==> src/hw/rtl/v3a_pkg.sv <==
`timescale 1ns / 1ps
// Shared types, opcodes and saturation helpers for the vector ALU.
// No dependencies.
package v3a_pkg;

    localparam int ROOT_W = 32;
    localparam int QUO_W  = 32;
    localparam int COSD_W = 64;
    localparam int NRMD_W = 32;

    typedef logic signed [31:0] q16_t;

    typedef enum logic [3:0] {
        OP_ADD   = 4'd0,
        OP_SUB   = 4'd1,
        OP_DOT   = 4'd2,
        OP_CROSS = 4'd3,
        OP_COS   = 4'd4,
        OP_NORM  = 4'd5,
        OP_MAG   = 4'd6,
        OP_ADDS  = 4'd7,
        OP_SUBS  = 4'd8
    } op_t;

    typedef enum logic [1:0] {
        ST_OK   = 2'd0,
        ST_SAT  = 2'd1,
        ST_ZERO = 2'd2
    } status_t;

    typedef struct packed {
        q16_t val;
        logic sat;
    } sat_t;

    typedef struct packed {
        op_t  op;
        q16_t ax;
        q16_t ay;
        q16_t az;
        q16_t bx;
        q16_t by_comp;
        q16_t bz;
        q16_t scalar_in;
    } item_t;

    typedef struct packed {
        q16_t    rx;
        q16_t    ry;
        q16_t    rz;
        q16_t    sc;
        status_t status;
    } res_t;

    typedef struct packed {
        op_t              op;
        res_t             early;
        logic             dot_neg;
        logic [63:0]      dot_mag;
        logic [2:0]       a_neg;
        logic [2:0][31:0] a_abs;
    } mid_t;

    typedef struct packed {
        mid_t        mid;
        logic [63:0] ssq_a;
        logic [63:0] ssq_b;
    } front_t;

    typedef struct packed {
        op_t         op;
        res_t        early;
        logic        dot_neg;
        logic [2:0]  a_neg;
        logic [31:0] ma;
        logic        zero_a;
        logic        zero_b;
        logic        big;
    } tail_t;

    function automatic sat_t sat_q(input logic signed [49:0] v);
        sat_t r;
        if (v > 50'sd2147483647) begin
            r.val = 32'sh7FFF_FFFF;
            r.sat = 1'b1;
        end else if (v < -50'sd2147483648) begin
            r.val = 32'sh8000_0000;
            r.sat = 1'b1;
        end else begin
            r.val = v[31:0];
            r.sat = 1'b0;
        end
        return r;
    endfunction

    // sign applied to a magnitude, then clamped
    function automatic sat_t sign_sat(input logic neg, input logic [31:0] m);
        sat_t r;
        if (!neg) begin
            if (m > 32'h7FFF_FFFF) begin
                r.val = 32'sh7FFF_FFFF;
                r.sat = 1'b1;
            end else begin
                r.val = m;
                r.sat = 1'b0;
            end
        end else begin
            if (m > 32'h8000_0000) begin
                r.val = 32'sh8000_0000;
                r.sat = 1'b1;
            end else begin
                r.val = ~m + 32'd1;
                r.sat = 1'b0;
            end
        end
        return r;
    endfunction

endpackage

==> src/hw/rtl/v3a_delay.sv <==
`timescale 1ns / 1ps
// Sideband delay line with valid bits, matched to the root and divide pipelines.
// Depends on v3a_pkg.
module v3a_delay #(
    parameter int Width = 1,
    parameter int Depth = v3a_pkg::ROOT_W
) (
    input  logic             aclk,
    input  logic             aresetn,
    input  logic             en,
    input  logic             in_valid,
    input  logic [Width-1:0] in_data,
    output logic             out_valid,
    output logic [Width-1:0] out_data
);
    import v3a_pkg::*;

    logic             vld_reg [Depth];
    logic [Width-1:0] dat_reg [Depth];

    for (genvar k = 0; k < Depth; k++) begin : g_tap
        logic             v_in;
        logic [Width-1:0] d_in;

        if (k == 0) begin : g_first
            assign v_in = in_valid;
            assign d_in = in_data;
        end else begin : g_next
            assign v_in = vld_reg[k-1];
            assign d_in = dat_reg[k-1];
        end

        always_ff @(posedge aclk) begin
            if (!aresetn) begin
                vld_reg[k] <= 1'b0;
            end else if (en) begin
                vld_reg[k] <= v_in;
            end
        end

        always_ff @(posedge aclk) begin
            if (en) begin
                dat_reg[k] <= d_in;
            end
        end
    end

    assign out_valid = vld_reg[Depth-1];
    assign out_data  = dat_reg[Depth-1];

endmodule

==> config.mk <==
export PLATFORM = sky130hd
export DESIGN_NAME = v3a_delay
export DESIGN_NICKNAME = d
export VERILOG_FILES = /design/src/hw/rtl/v3a_pkg.sv /design/src/hw/rtl/v3a_delay.sv
export SDC_FILE = /design/constraint.sdc
export NUM_CORES = 1
export LEC_CHECK = 0
export BUFFER_PORTS_ARGS = -buffer_cell sky130_fd_sc_hd__buf_2
export CORE_MARGIN = 8
export CORE_UTILIZATION = 64
export CTS_CLUSTER_SIZE = 12
export DETAILED_ROUTE_END_ITERATION = 7
export GPL_ROUTABILITY_DRIVEN = 0
export PLACE_DENSITY = 0.83
export SLEW_MARGIN = 0
export SYNTH_ARGS = -nofsm -noshare
export SYNTH_HDL_FRONTEND = slang
export SYNTH_SLANG_ARGS = --single-unit
==> constraint.sdc <==
create_clock -name aclk -period 1.95 [get_ports aclk]
set_input_delay 0.0975 -clock aclk [delete_from_list [all_inputs] [get_ports aclk]]
set_output_delay 0.0975 -clock aclk [all_outputs]
set_load 0.02 [all_outputs]
==> reports/results.ini, run 1 <==
[synthesis]
ys_seq_area_frac=0.8822
synth_simple_gate_area_frac=0.09584
synth_top_family_by_area=simple AND/OR/NAND/NOR gates
syn_area_um2=2167
ys_warn_count=0
synth.largest_area_cell=edfxtp_1
synth.area.mux_share=0.004619
synth_seq_cells=64
synth_top_area_frac=0.8730
synthAdderAreaFrac=0
avgSynthCellArea_um2=20.84
synth_compound_area_frac=0
yosysUniqueCellTypes=9
yosys-top-cells-area=edfxtp_1 (87%), and3_1 (8.7%), buf_4 (1.0%), dfxtp_1 (0.92%), buf_2 (0.69%)
synth_cells=104
synth_xor_area_frac=0
syn_nets=109

[timing]
fin_setup_tns_ns=0
slew_headroom=0.7449
timing.final.crit_period_ns=1.020
setup_viol=0
fmax_ghz=0.9804
layout_setup_ws_ns=0.9300
finClkSkew_ns=0.01212
slew_viol_final=0
worst_pin_slew_ns=0.3826
period_share=0.5231
hold_violations=0
rsz0062_at_grt=false

[worst_setup_path]
crit_path_top_delay_cell=edfxtp_1
crit_type=flip-flop to output port
cp.arrival_ns=0.92
critPathLaunch=dat_reg[3][7]
cp_cell_sequence=buf_2
crit_buf_inv=1
path_delay_family=flip-flops
r2r-start=vld_reg[0][6]
max_stage_delay_ns=0.37
cp-end-kind=output port
crit_fanout=1
crit_path_start_kind=flip-flop
worstPathRequired_ns=1.85

[power]
p_leak_nw=0.9805
powerDensity_nw_per_um2=1105
ir_worst_vdd_mv=0.6826

[die]
initial_core_util=0.6598
io_pins=7
die_x_um=74.19
core_area_um2=3284
die_h_um=74.19
dieArea_um2=5504
num_rows=21

[global_routing]
grt_pass1_vias=941
grt_max_degree=35
antenna_found_initial=0
track_usage=0.1259
grt_pass1_wl_mm=4.761
grt-ovfl-total=0

[drt]
vias_per_cell=5.339
wl_per_cell_um=16.41
antenna_left=0
drc_errors=0
first_pass_iters=4
totalWireLength_mm=2.806
drt_iter0_drc=120
vias=913

[placed_design]
io_buffers=6
dp_hpwl_mm=1.414
dp_slack_ns=0.8959
dp.cells=154

[flow_run]
max-cap-violations=0

[clocking]
cts_resized=0
clock_sinks=64
clk_path_buf_depth=2
clk-insertion-delay-late_ns=0.39
cts_root_buffer=clkbuf_4
numCtsBuffers=9
cts_tree=built
h-tree-depth=3
clkTransAtPathRegs_ns=0.10

[layout]
final_cell_mix=edfxtp_1 (63), and3_1 (30), clkbuf_4 (9)
finalNonFillerCells=171
fin_nets=125
drive_gt1_frac=0.2160
diodes=0
synthToLayoutAreaGrowth_pct=11.72
fillers=210
final_common_cell=edfxtp_1

[worst_hold_path]
hp-start=in_valid
hold_path_class=input pin to flip-flop

[outcome]
run_status=finished, final reports clean

==> where the power goes <==
part           switching [mW]  total, mW  internal, mW
Combinational          0.0481     0.0702        0.0220
Sequential             0.0214       1.62          1.60
Clock                   0.469      0.987         0.519
Total                   0.538       2.67          2.14
==> what timing repair did <==
action / CTS / global route
hold endpoints to repair: 1 / 0
setup buffers: 0 / 0
setup endpoints to repair: 0 / 0
hold buffers: 1 / 0
==> Yosys cell counts <==
| cell type | count |
|---|---|
| and3_1 | 30 |
| dfxtp_1 | 1 |
| and3_2 | 1 |
| buf_2 | 3 |
| buf_4 | 3 |
| mux2i_1 | 1 |
| edfxtp_1 | 63 |
| nand2b_1 | 1 |
| nor2b_1 | 1 |
==> stage by stage <==
stage,hold slack [ns],cell area [um2],power [mW],utilization
4_1_cts,0.003617,2421,2.709,0.7371
6_report,0.03090,2421,2.674,0.7371
3_3_place_gp,0.2772,2247,1.710,0.6842
5_1_grt,0.004734,2421,2.781,0.7371
2_1_floorplan,0.1964,2167,1.678,-
3_5_place_dp,0.2816,2247,1.716,0.6842
==> path summary, 6_finish.rpt <==
check                                      to  slack [ns]  cells after the start
worst max-delay path                 out_data        0.93                      1
worst min-delay path            vld_reg[0][0]        0.03                      2
worst max register to register  vld_reg[0][7]        1.10                      1
worst min register to register  dat_reg[3][3]        0.43                      0
==> kinds of logic (layout without fill, tap and decap cells) <==
family | count (synthesis) | after routing
multiplexers | 1 | 1
AND/OR/NAND/NOR | 33 | 33
flip-flops | 64 | 64
buffers and inverters | 6 | 27
==> routing by layer <==
metal | up-vias | part of all wire | GRT usage
met5 | - | 0 | 0
met3 | 4 | 0.056 | 0.06739
met4 | 0 | 0.011 | 0.07317
met1 | 450 | 0.49 | 0.1582
met2 | 17 | 0.44 | 0.1680
li1 | 442 | - | -
==> layout make-up <==
type / instances / area [um2] / area share
Clock buffer: 9 / 67.56 / 0.02791
Clock inverter: 7 / 96.34 / 0.03979
Multi-Input combinational cell: 34 / 217.7 / 0.08992
Sequential cell: 64 / 1912 / 0.7897
Tap cell: 46 / 57.56 / 0.02377
Timing Repair Buffer: 11 / 70.07 / 0.02894
(Power assumes the default switching activity.)
==> run 2: changes to the inputs <==
--- a/config.mk
+++ b/config.mk
@@ -5,13 +5,14 @@
 export SDC_FILE = /design/constraint.sdc
 export NUM_CORES = 1
 export LEC_CHECK = 0
+export ABC_AREA = 1
 export BUFFER_PORTS_ARGS = -buffer_cell sky130_fd_sc_hd__buf_2
 export CORE_MARGIN = 8
-export CORE_UTILIZATION = 64
+export CORE_UTILIZATION = 59
 export CTS_CLUSTER_SIZE = 12
 export DETAILED_ROUTE_END_ITERATION = 7
 export GPL_ROUTABILITY_DRIVEN = 0
-export PLACE_DENSITY = 0.83
+export PLACE_DENSITY = 0.77
 export SLEW_MARGIN = 0
 export SYNTH_ARGS = -nofsm -noshare
 export SYNTH_HDL_FRONTEND = slang
==> constraint.sdc (replaced) <==
create_clock -name aclk -period 1 [get_ports aclk]
set_input_delay 0.05 -clock aclk [delete_from_list [all_inputs] [get_ports aclk]]
set_output_delay 0.05 -clock aclk [all_outputs]
set_load 0.02 [all_outputs]
==> run 2 against run 1 <==
Against the previous run: final cell count rose by 22%; count of clock-buffer cells in the layout did not move; combinational power rose to 3.0 times the previous value; die area rose by 12%; area after synthesis rose by 5.9%; largest power group unchanged; final area rose by 7.5%; setup slack got worse by 0.83 ns; critical path type unchanged; synthesized cell count rose by 30%; highest routed layer unchanged.
==> reports/results.ini, run 2 <==
[worst_setup_path]
crit_path_start_kind=flip-flop
crit_path_top_delay_cell=edfxtp_1
worstPathRequired_ns=0.95
cp.arrival_ns=0.85
max_stage_delay_ns=0.36
crit_buf_inv=1
cp_cell_sequence=buf_2
crit_type=flip-flop to output port
cp-end-kind=output port
path_delay_family=flip-flops
crit_fanout=1

[drt]
first_pass_iters=4
wl_per_cell_um=14.07
vias_per_cell=4.665
drt_iter0_drc=90
totalWireLength_mm=2.940
drc_errors=0
vias=975
antenna_left=0

[timing]
hold_violations=0
fmax_ghz=1.114
slew_viol_final=0
finClkSkew_ns=0.008724
slew_headroom=0.7479
rsz0062_at_grt=false
worst_pin_slew_ns=0.3781
fin_setup_tns_ns=0
period_share=0.8973
timing.hold.ws_ns=0.02544
timing.final.crit_period_ns=0.8973
setup_viol=0

[synthesis]
syn_area_um2=2296
avgSynthCellArea_um2=17.01
async_flop_share=0
ys.flop_type=edfxtp_1
ys_seq_area_frac=0.8327
ys_warn_count=0
synth_most_common_cell=edfxtp_1
yosysUniqueCellTypes=10
syn_nets=140
ys_top_cells_by_count=edfxtp_1 (63), inv_1 (32), nor2_2 (27)
synth_cells=135
yosys-top-cells-area=edfxtp_1 (82%), nor2_2 (7.4%), inv_1 (5.2%), buf_6 (1.5%), nor2_4 (1.5%)
synth.largest_area_cell=edfxtp_1
synth_seq_cells=64
synth_edf_count=63
synth_top_area_frac=0.8240

[layout]
drive_gt1_frac=0.3354
final_cell_mix=edfxtp_1 (63), inv_1 (32), nor2_2 (27)
synthToLayoutAreaGrowth_pct=13.35
finalNonFillerCells=209
fillers=247
diodes=0
fin_nets=161
final_common_cell=edfxtp_1

[clocking]
clk-insertion-delay-late_ns=0.33
clock_sinks=64
clkTransAtPathRegs_ns=0.07
h-tree-depth=3
cts_root_buffer=clkbuf_8
clk_path_buf_depth=2
cts_tree=built
numCtsBuffers=9

[flow_run]
max-cap-violations=0

[global_routing]
antenna_found_initial=0
grt_pass1_wl_mm=5.050
grt_pass1_vias=1043
grt_max_degree=33
grt-ovfl-total=0
track_usage=0.1109

[power]
p_int_mw=4.034
p_leak_nw=0.9577
power_frac_clock=0.339
p_sw_mw=1.073
seqPwrFrac=0.619
pwr-share-comb=0.042
powerDensity_nw_per_um2=1962
ir_worst_vdd_mv=1.068
p_sw_frac=0.2102

[die]
initial_core_util=0.6178
die_h_um=78.38
dieArea_um2=6143
num_rows=22
io_pins=7
die_x_um=78.38
core_area_um2=3716

[worst_hold_path]
hold_path_class=input pin to flip-flop

[placed_design]
dp_hpwl_mm=1.608
dp.cells=191
io_buffers=6

[outcome]
run_status=finished, final reports clean

[run 2: changes by cell type in the layout (fill, tap and decap cells not counted), sizes merged]
cell	delta
and3	-31
buf	+1
bufinv	-2
clkinv	+5
clkinvlp	-3
dlygate4sd3	+1
inv	+32
mux2i	-1
nand2	+3
nand2b	-1
nand3	+2
nor2	+31
nor2b	-1
[run 2: through the flow]
stage | util | worst slack [ns] | instance area, um2 | total power [mW]
final | 0.7003 | 0.1027 | 2603 | 5.107
after global routing | 0.7003 | 0.04485 | 2603 | 5.303
after CTS | 0.7003 | 0.07274 | 2603 | 5.183
after detailed placement | 0.6539 | 0.09877 | 2430 | 3.424
after global placement | 0.6539 | 0.1466 | 2430 | 3.409
after floorplan | - | 0.1423 | 2298 | 3.326
[run 2: timing repair]
item,CTS,global route
hold endpoints to repair,2,0
hold buffers,2,0
setup buffers,0,0
gates resized for setup,0,0
[run 2: kinds of logic (layout without fill, tap and decap cells)]
group / count (synthesis) / after routing / synth area share
simple gates: 36 / 36 / 0.1003
buf+inv: 35 / 61 / 0.06703
flops: 64 / 64 / 0.8327
[run 2: worst paths after layout]
check,startpoint,endpoint,slack [ns],cells after the start
min,in_valid,vld_reg[0][0],0.03,3
max reg2reg,vld_reg[0][7],vld_reg[1][0],0.25,2
max,vld_reg[3][7],out_valid,0.10,1
min reg2reg,dat_reg[0][3],dat_reg[0][4],0.41,0
[run 2: final cells by class]
| cell class | instances | area (um2) | share of cell area |
|---|---|---|---|
| Timing Repair Buffer | 13 | 125.1 | 0.04808 |
| Tap cell | 48 | 60.06 | 0.02308 |
| Inverter | 32 | 120.1 | 0.04615 |
| Clock buffer | 9 | 123.9 | 0.04760 |
| Sequential cell | 64 | 1912 | 0.7346 |
| Clock inverter | 7 | 28.78 | 0.01106 |
| Multi-Input combinational cell | 36 | 232.7 | 0.08942 |
[run 2: power groups by stage]
stage	logic (mW)	registers (mW)	clock network [mW]
after floorplan	0.121	3.20	0
after global placement	0.199	3.21	0
after detailed placement	0.209	3.21	0
after CTS	0.216	3.16	1.80
after global routing	0.236	3.18	1.89
final	0.213	3.16	1.73
[run 2: metal layers]
layer	up-vias	global-route usage	share of wire
met1	467	0.1428	0.49
met2	15	0.1466	0.45
met5	-	0	0
met3	7	0.05125	0.043
li1	486	-	-
met4	0	0.07222	0.019
